`config.mk`:
```
export PLATFORM = sky130hd
export DESIGN_NAME = uart_ring_buffers_rts_cts
export DESIGN_NICKNAME = d
export VERILOG_FILES = /design/src/hw/rtl/uartrb_pkg.sv /design/src/hw/rtl/uartrb_ring.sv /design/src/hw/rtl/uartrb_oreg.sv /design/src/hw/rtl/uart_ring_buffers_rts_cts.sv
export SDC_FILE = /design/constraint.sdc
export NUM_CORES = 2
export LEC_CHECK = 0
export BUFFER_PORTS_ARGS = -buffer_cell sky130_fd_sc_hd__buf_2
export CAP_MARGIN = 20
export CORE_UTILIZATION = 50
export CTS_CLUSTER_DIAMETER = 200
export DETAILED_ROUTE_END_ITERATION = 16
export PLACE_DENSITY = 0.68
export SETUP_SLACK_MARGIN = 0.05
export SYNTH_ARGS = -nofsm -noshare
export SYNTH_HDL_FRONTEND = slang
export SYNTH_SLANG_ARGS = --single-unit
```
`constraint.sdc`:
```
create_clock -name clk -period 4.15 [get_ports clk]
set_clock_uncertainty 0.1 [all_clocks]
set_input_delay 0.83 -clock clk [delete_from_list [all_inputs] [get_ports clk]]
set_output_delay 0.83 -clock clk [all_outputs]
set_load 0.05 [all_outputs]
```
`src/hw/rtl/uartrb_pkg.sv`:
```
package uartrb_pkg;

	localparam int CFG_IDX_W = 2;
	localparam int CFG_DATA_W = 8;

	localparam logic [CFG_IDX_W-1:0] CFG_RTS_STOP  = 2'd0;
	localparam logic [CFG_IDX_W-1:0] CFG_RTS_START = 2'd1;
	localparam logic [CFG_IDX_W-1:0] CFG_REBOOT_EN = 2'd2;

	localparam logic [7:0] RTS_STOP_RST  = 8'd192;
	localparam logic [7:0] RTS_START_RST = 8'd16;
	localparam logic [7:0] REBOOT_CHAR   = 8'h1a;

	typedef enum logic [1:0] {
		OP_LINE_RX    = 2'd0,
		OP_HOST_READ  = 2'd1,
		OP_HOST_WRITE = 2'd2,
		OP_TX_READY   = 2'd3
	} op_t;

	typedef struct packed {
		op_t        opcode;
		logic [7:0] data_byte;
		logic       cts_asserted;
	} req_t;

	typedef struct packed {
		logic       tx_valid;
		logic [7:0] tx_byte;
		logic       read_valid;
		logic [7:0] read_byte;
		logic       rts_asserted;
		logic [7:0] rx_fill;
		logic [7:0] tx_fill;
		logic       rx_dropped;
		logic       tx_rejected;
		logic       tx_stalled_by_cts;
		logic       reboot_request;
		logic       rx_ready;
	} rsp_t;

endpackage

```
`src/hw/rtl/uartrb_ring.sv`:
```
module uartrb_ring #(
	parameter int DEPTH = 256
) (
	input  logic                     clk,
	input  logic                     arst_n,
	input  logic                     push,
	input  logic                     pop,
	input  logic [7:0]               wdata,
	output logic [$clog2(DEPTH)-1:0] fill_nx,
	output logic                     empty,
	output logic                     full,
	output logic [7:0]               rdata_s1
);
	localparam int PW = $clog2(DEPTH);
	localparam logic [PW-1:0] LAST_IDX = PW'(DEPTH - 1);

	logic [7:0]    mem [DEPTH];
	logic [PW-1:0] wr_ptr_q;
	logic [PW-1:0] rd_ptr_q;
	logic [PW-1:0] fill_q;

	function automatic logic [PW-1:0] ptr_adv(input logic [PW-1:0] p);
		return (p == LAST_IDX) ? '0 : p + PW'(1);
	endfunction

	assign empty   = (fill_q == '0);
	assign full    = (fill_q == LAST_IDX);
	assign fill_nx = fill_q + PW'(push) - PW'(pop);

	// pointers start one past slot zero
	always_ff @(posedge clk or negedge arst_n) begin
		if (!arst_n) begin
			wr_ptr_q <= PW'(1);
			rd_ptr_q <= PW'(1);
			fill_q   <= '0;
		end else begin
			if (push)
				wr_ptr_q <= ptr_adv(wr_ptr_q);
			if (pop)
				rd_ptr_q <= ptr_adv(rd_ptr_q);
			fill_q <= fill_nx;
		end
	end

	always_ff @(posedge clk) begin
		if (push)
			mem[wr_ptr_q] <= wdata;
		if (pop)
			rdata_s1 <= mem[rd_ptr_q];
	end

endmodule

```
`src/hw/rtl/uartrb_oreg.sv`:
```
module uartrb_oreg (
	input  logic              clk,
	input  logic              arst_n,
	input  logic              valid_s1,
	input  uartrb_pkg::rsp_t  res_s1,
	input  logic [7:0]        tx_rdata_s1,
	input  logic [7:0]        rx_rdata_s1,
	input  logic              stall,
	output logic              take,
	output logic              valid,
	output uartrb_pkg::rsp_t  word
);
	import uartrb_pkg::*;

	logic valid_q;
	rsp_t word_q;
	rsp_t merged;

	assign take = valid_s1 && (!valid_q || !stall);

	// bytes read back as zero when nothing was taken from the ring
	always_comb begin
		merged           = res_s1;
		merged.tx_byte   = res_s1.tx_valid ? tx_rdata_s1 : 8'd0;
		merged.read_byte = res_s1.read_valid ? rx_rdata_s1 : 8'd0;
	end

	always_ff @(posedge clk or negedge arst_n) begin
		if (!arst_n) begin
			valid_q <= 1'b0;
		end else if (take) begin
			valid_q <= 1'b1;
		end else if (!stall) begin
			valid_q <= 1'b0;
		end
	end

	always_ff @(posedge clk) begin
		if (take)
			word_q <= merged;
	end

	assign valid = valid_q;
	assign word  = word_q;

endmodule

```
`src/hw/rtl/uart_ring_buffers_rts_cts.sv`:
```
// Serial console buffering with RTS/CTS flow control.
// Request channel (req_valid/req_stall/req_word) carries one event per word:
// a byte from the line, a host read, a host write, or a transmitter tick
// that carries the partner's CTS level. Response channel (rsp_*) returns one
// word per request: sent byte, read byte, RTS level, both ring fills and
// the drop/reject/stall/reboot flags.
// Each ring holds RING_DEPTH-1 bytes in an internal RAM with a registered
// read port; the pointer and fill update for an event is done in the cycle
// it is taken, so one request is accepted every clock while req_stall is
// low. An accepted word passes the RAM read register and then the output
// register before it shows with rsp_valid.
// When rsp_stall is high the output word holds, one more request is taken
// into the read stage, then req_stall rises until the output moves.
// Reset empties both rings, asserts RTS and loads the level registers with
// 192 and 16 and reboot detection on; there is no clearing pass.
// cfg_we writes register cfg_index: 0 stop level, 1 start level, 2 reboot
// enable; other indexes are ignored.
module uart_ring_buffers_rts_cts #(
	parameter int RING_DEPTH = 256
) (
	input  logic                             clk,
	input  logic                             arst_n,
	input  logic                             req_valid,
	output logic                             req_stall,
	input  uartrb_pkg::req_t                 req_word,
	output logic                             rsp_valid,
	input  logic                             rsp_stall,
	output uartrb_pkg::rsp_t                 rsp_word,
	input  logic                             cfg_we,
	input  logic [uartrb_pkg::CFG_IDX_W-1:0] cfg_index,
	input  logic [uartrb_pkg::CFG_DATA_W-1:0] cfg_wdata
);
	import uartrb_pkg::*;

	localparam int FW = $clog2(RING_DEPTH);
	localparam int LW = (FW > 8) ? FW : 8;

	logic          accept;
	logic          take;
	logic          valid_s1;
	rsp_t          res_s1;
	rsp_t          res;
	logic          rts_q;
	logic          rts_nx;
	logic [7:0]    stop_q;
	logic [7:0]    start_q;
	logic          reboot_en_q;

	logic          rx_push, rx_pop, rx_empty, rx_full;
	logic          tx_push, tx_pop, tx_empty, tx_full;
	logic [FW-1:0] rx_fill_nx, tx_fill_nx;
	logic [7:0]    rx_rdata_s1, tx_rdata_s1;

	assign req_stall = valid_s1 && !take;
	assign accept    = req_valid && !req_stall;

	assign rx_push = accept && (req_word.opcode == OP_LINE_RX) && !rx_full;
	assign rx_pop  = accept && (req_word.opcode == OP_HOST_READ) && !rx_empty;
	assign tx_push = accept && (req_word.opcode == OP_HOST_WRITE) && !tx_full;
	assign tx_pop  = accept && (req_word.opcode == OP_TX_READY) && !tx_empty
		&& req_word.cts_asserted;

	uartrb_ring #(.DEPTH(RING_DEPTH)) u_rx_ring (
		.clk      (clk),
		.arst_n   (arst_n),
		.push     (rx_push),
		.pop      (rx_pop),
		.wdata    (req_word.data_byte),
		.fill_nx  (rx_fill_nx),
		.empty    (rx_empty),
		.full     (rx_full),
		.rdata_s1 (rx_rdata_s1)
	);

	uartrb_ring #(.DEPTH(RING_DEPTH)) u_tx_ring (
		.clk      (clk),
		.arst_n   (arst_n),
		.push     (tx_push),
		.pop      (tx_pop),
		.wdata    (req_word.data_byte),
		.fill_nx  (tx_fill_nx),
		.empty    (tx_empty),
		.full     (tx_full),
		.rdata_s1 (tx_rdata_s1)
	);

	always_comb begin
		res    = '0;
		rts_nx = rts_q;
		case (req_word.opcode)
			OP_LINE_RX: begin
				res.rx_dropped     = rx_full;
				res.reboot_request = (req_word.data_byte == REBOOT_CHAR) && reboot_en_q;
				if (LW'(rx_fill_nx) >= LW'(stop_q))
					rts_nx = 1'b0;
			end
			OP_HOST_READ: begin
				res.read_valid = !rx_empty;
				if (!rx_empty && (LW'(rx_fill_nx) < LW'(start_q)))
					rts_nx = 1'b1;
			end
			OP_HOST_WRITE: begin
				res.tx_rejected = tx_full;
			end
			OP_TX_READY: begin
				res.tx_valid          = !tx_empty && req_word.cts_asserted;
				res.tx_stalled_by_cts = !tx_empty && !req_word.cts_asserted;
			end
			default: ;
		endcase
		res.rts_asserted = rts_nx;
		res.rx_fill      = 8'(rx_fill_nx);
		res.tx_fill      = 8'(tx_fill_nx);
		res.rx_ready     = (rx_fill_nx != '0);
	end

	always_ff @(posedge clk or negedge arst_n) begin
		if (!arst_n) begin
			valid_s1 <= 1'b0;
			rts_q    <= 1'b1;
		end else begin
			if (accept) begin
				valid_s1 <= 1'b1;
				rts_q    <= rts_nx;
			end else if (take) begin
				valid_s1 <= 1'b0;
			end
		end
	end

	always_ff @(posedge clk) begin
		if (accept)
			res_s1 <= res;
	end

	always_ff @(posedge clk or negedge arst_n) begin
		if (!arst_n) begin
			stop_q      <= RTS_STOP_RST;
			start_q     <= RTS_START_RST;
			reboot_en_q <= 1'b1;
		end else if (cfg_we) begin
			unique case (cfg_index)
				CFG_RTS_STOP:  stop_q      <= cfg_wdata;
				CFG_RTS_START: start_q     <= cfg_wdata;
				CFG_REBOOT_EN: reboot_en_q <= cfg_wdata[0];
				default: ;
			endcase
		end
	end

	uartrb_oreg u_oreg (
		.clk         (clk),
		.arst_n      (arst_n),
		.valid_s1    (valid_s1),
		.res_s1      (res_s1),
		.tx_rdata_s1 (tx_rdata_s1),
		.rx_rdata_s1 (rx_rdata_s1),
		.stall       (rsp_stall),
		.take        (take),
		.valid       (rsp_valid),
		.word        (rsp_word)
	);

	// rx_fill and tx_fill are only informative while RING_DEPTH <= 256

endmodule

```
==> flow_summary.json <==
{
  "synth_area_per_cell_um2": 21.1,
  "yosysSeqAreaShare": 0.770,
  "critical_path.startpoint": "u_rx_ring.rd_ptr_q[3]",
  "drive_gt1_frac": 0.303,
  "avgRoutedWirePerCell_um": 32.0,
  "min_from": "req_word[0]",
  "port_buffers": 67,
  "crit_type": "reg2reg",
  "critPathMaxFanout": 39,
  "ys_top_cells_by_count": "edfxtp_1 (4176), mux4_2 (1012), nor2_1 (590)",
  "initial_utilization": 0.504,
  "fill_cells": 23000,
  "rsz0062_at_grt": "yes",
  "power.total_mw": 116,
  "cts_max_level": 5,
  "gr-total-overflow": 0,
  "cts_tree": "yes",
  "required_ns": 4.88,
  "cts_buffer_depth": 4,
  "numCtsBuffers": 409,
  "yosysUniqueCellTypes": 73,
  "ios": 68,
  "grt_pass1_wl_um": 620000,
  "gp_congestion": 0.896,
  "wl_um": 433000,
  "drv_cap": 0,
  "synthCells": 7813,
  "clk_latency_ns": 0.98,
  "fin_nets": 8918,
  "layoutNonFillerInstCount": 13500,
  "synth_edf_count": 4176,
  "worst_pin_slew_ns": 1.25,
  "synth.most_common_cell": "edfxtp_1",
  "p_leak_nw": 61.7,
  "coreArea_um2": 328000,
  "ys.flop_type": "edfxtp_1",
  "period_minus_slack_ns": 4.03,
  "postLayoutCellArea_um2": 191000,
  "setup_violations": 0,
  "hold_viol": 0,
  "cp-start-kind": "flip-flop",
  "ys_seq_elements": 4244,
  "die_y_um": 576,
  "power_density_nw_per_um2": 606,
  "dpl_cell_area_um2": 177000,
  "grt_use_total": 0.260,
  "dp.cells": 12700,
  "die_area_um2": 332000,
  "end_kind": "flip-flop",
  "hold_slack_ns": 0.0711,
  "synth.largest_area_cell": "edfxtp_1",
  "vias_per_cell": 6.28,
  "min_path_type": "in2reg",
  "cts_root_buf": "clkbuf_16",
  "slew_headroom": 0.164,
  "dr.pass1.iters": 6,
  "max_freq_ghz": 0.248,
  "cp_data_arrival_time_ns": 4.76,
  "async_reset_ff_frac": 0.0160,
  "cts_sinks": 4244,
  "syn_area_um2": 165000,
  "antenna_found_initial": 7,
  "dr_total_vias": 84900,
  "grt_max_degree": 156,
  "status": "complete, no violations",
  "yosys_warnings": 0,
  "drtIter0Drc": 11300,
  "antenna_left": 0,
  "finalCritPeriodShare": 0.971,
  "synth_nets": 7894,
  "slew_viol_final": 0,
  "drc": 0,
  "die_w_um": 576,
  "area_delta_synth_final_pct": 15.9,
  "synth_area_leaders": "edfxtp_1 (76%), mux4_2 (14%), mux2i_1 (1.6%)",
  "vdd_drop_max_uv": 527,
  "hpwl_um": 275000,
  "clk_pin_slew_ns": 0.06,
  "rr_startpoint": "u_rx_ring.rd_ptr_q[3]",
  "synth_top_area_frac": 0.760,
  "grt_pass1_vias": 85500,
  "row_count": 210
}
-- report_power, final --
group,switching (mW),total (mW),internal (mW)
clock network,15.9,37.8,21.9
registers,0.595,48.3,47.7
logic,16.5,29.8,13.3
-- through the flow --
stage,TNS (ns),utilization,setup slack [ns]
6_report,0,0.584,0.121
5_1_grt,0,0.584,0.0257
4_1_cts,0,0.583,0.144
3_5_place_dp,-0.0858,0.541,-0.0623
3_3_place_gp,-0.275,0.541,-0.120
2_1_floorplan,-0.200,-,-0.126
-- placed cells by master (no fill, tap or decap), types with 13 or more instances in the layout --
cell type and instances:
nand2_1 212, clkinv_2 70, nand4_1 16, and2_1 28, a211oi_1 41, nand3_2 27
nor2b_1 24, a2111oi_0 13, dfrtp_1 49, o211ai_1 13, nor2_1 584, mux2_2 25
buf_4 905, clkinv_1 93, xnor2_1 17, a22oi_1 101, mux2i_1 260, mux4_2 1012
buf_12 93, a221oi_1 42, inv_1 52, a31oi_1 26, o21ai_0 88, a311oi_1 16
clkbuf_16 415, clkinvlp_4 14, clkbuf_1 72, bufinv_16 55, buf_2 58, nand3_1 45
ha_1 49, edfxtp_1 4176, o221ai_1 34, a21oi_1 104, nor3_1 47, o22ai_1 47
a22o_1 25
-- worst paths after layout --
kind	slack (ns)	cells past startpoint	end
setup / recovery	0.12	10	u_rx_ring.rdata_s1[7]
hold / removal	0.07	2	res_s1[2]
setup reg to reg	0.12	10	u_rx_ring.rdata_s1[7]
hold reg to reg	0.32	0	u_oreg.word[15]
max in group asynchronous	2.66	3	stop_q[7]
min in group asynchronous	0.34	2	u_rx_ring.fill_q[0]
-- flip-flops by register name, summed over array words and instances (netlist names), 24 cells and up --
signal / cells
res_s1: 24
u_rx_ring.mem: 2048
u_oreg.word: 40
u_tx_ring.mem: 2048
-- worst max-delay path: stages (launching register included) --
cell	delay, ns
dfrtp_4	0.91
nor2b_4	0.74
buf_4	0.33
nand2_1	0.12
o21ai_0	0.13
nor3_1	0.08
a311oi_1	0.54
nor4_1	0.12
buf_4	0.17
nor3_1	0.43
or3_1	0.20
-- layout make-up --
| class | instances | area, um^2 | share of cell area |
|---|---|---|---|
| Clock inverter | 257 | 2840 | 0.0148 |
| Sequential cell | 4244 | 127000 | 0.665 |
| Clock buffer | 493 | 10700 | 0.0562 |
| Inverter | 61 | 243 | 0.00127 |
| Timing Repair Buffer | 1075 | 9180 | 0.0480 |
| Multi-Input combinational cell | 3046 | 35600 | 0.186 |
| Antenna cell | 6 | 15.0 | 0.0000785 |
| Tap cell | 4346 | 5440 | 0.0284 |
-- layer usage --
layer  vias up  global-route usage  share of wire
met5         -                   0       0.000032
met1     44800               0.353           0.38
li1      34500                   -              -
met3       938              0.0393          0.085
met4         2               0.119          0.052
met2      4672               0.418           0.48
-- timing repair --
item                       CTS  global route
gates cloned                 0             0
pin swaps                    0             5
setup buffers                9             5
hold buffers                10             0
setup endpoints to repair    4             3
gates resized for setup      1             7
hold endpoints to repair    53             0
-- logic make-up after synthesis --
family	share of synthesized area
simple gates	0.0272
flops	0.770
compound gates	0.0257
buf+inv	0.0156
xor+xnor	0.00127
fa+ha+maj	0.00426
mux	0.156
Power figures use the tool's default switching activity.
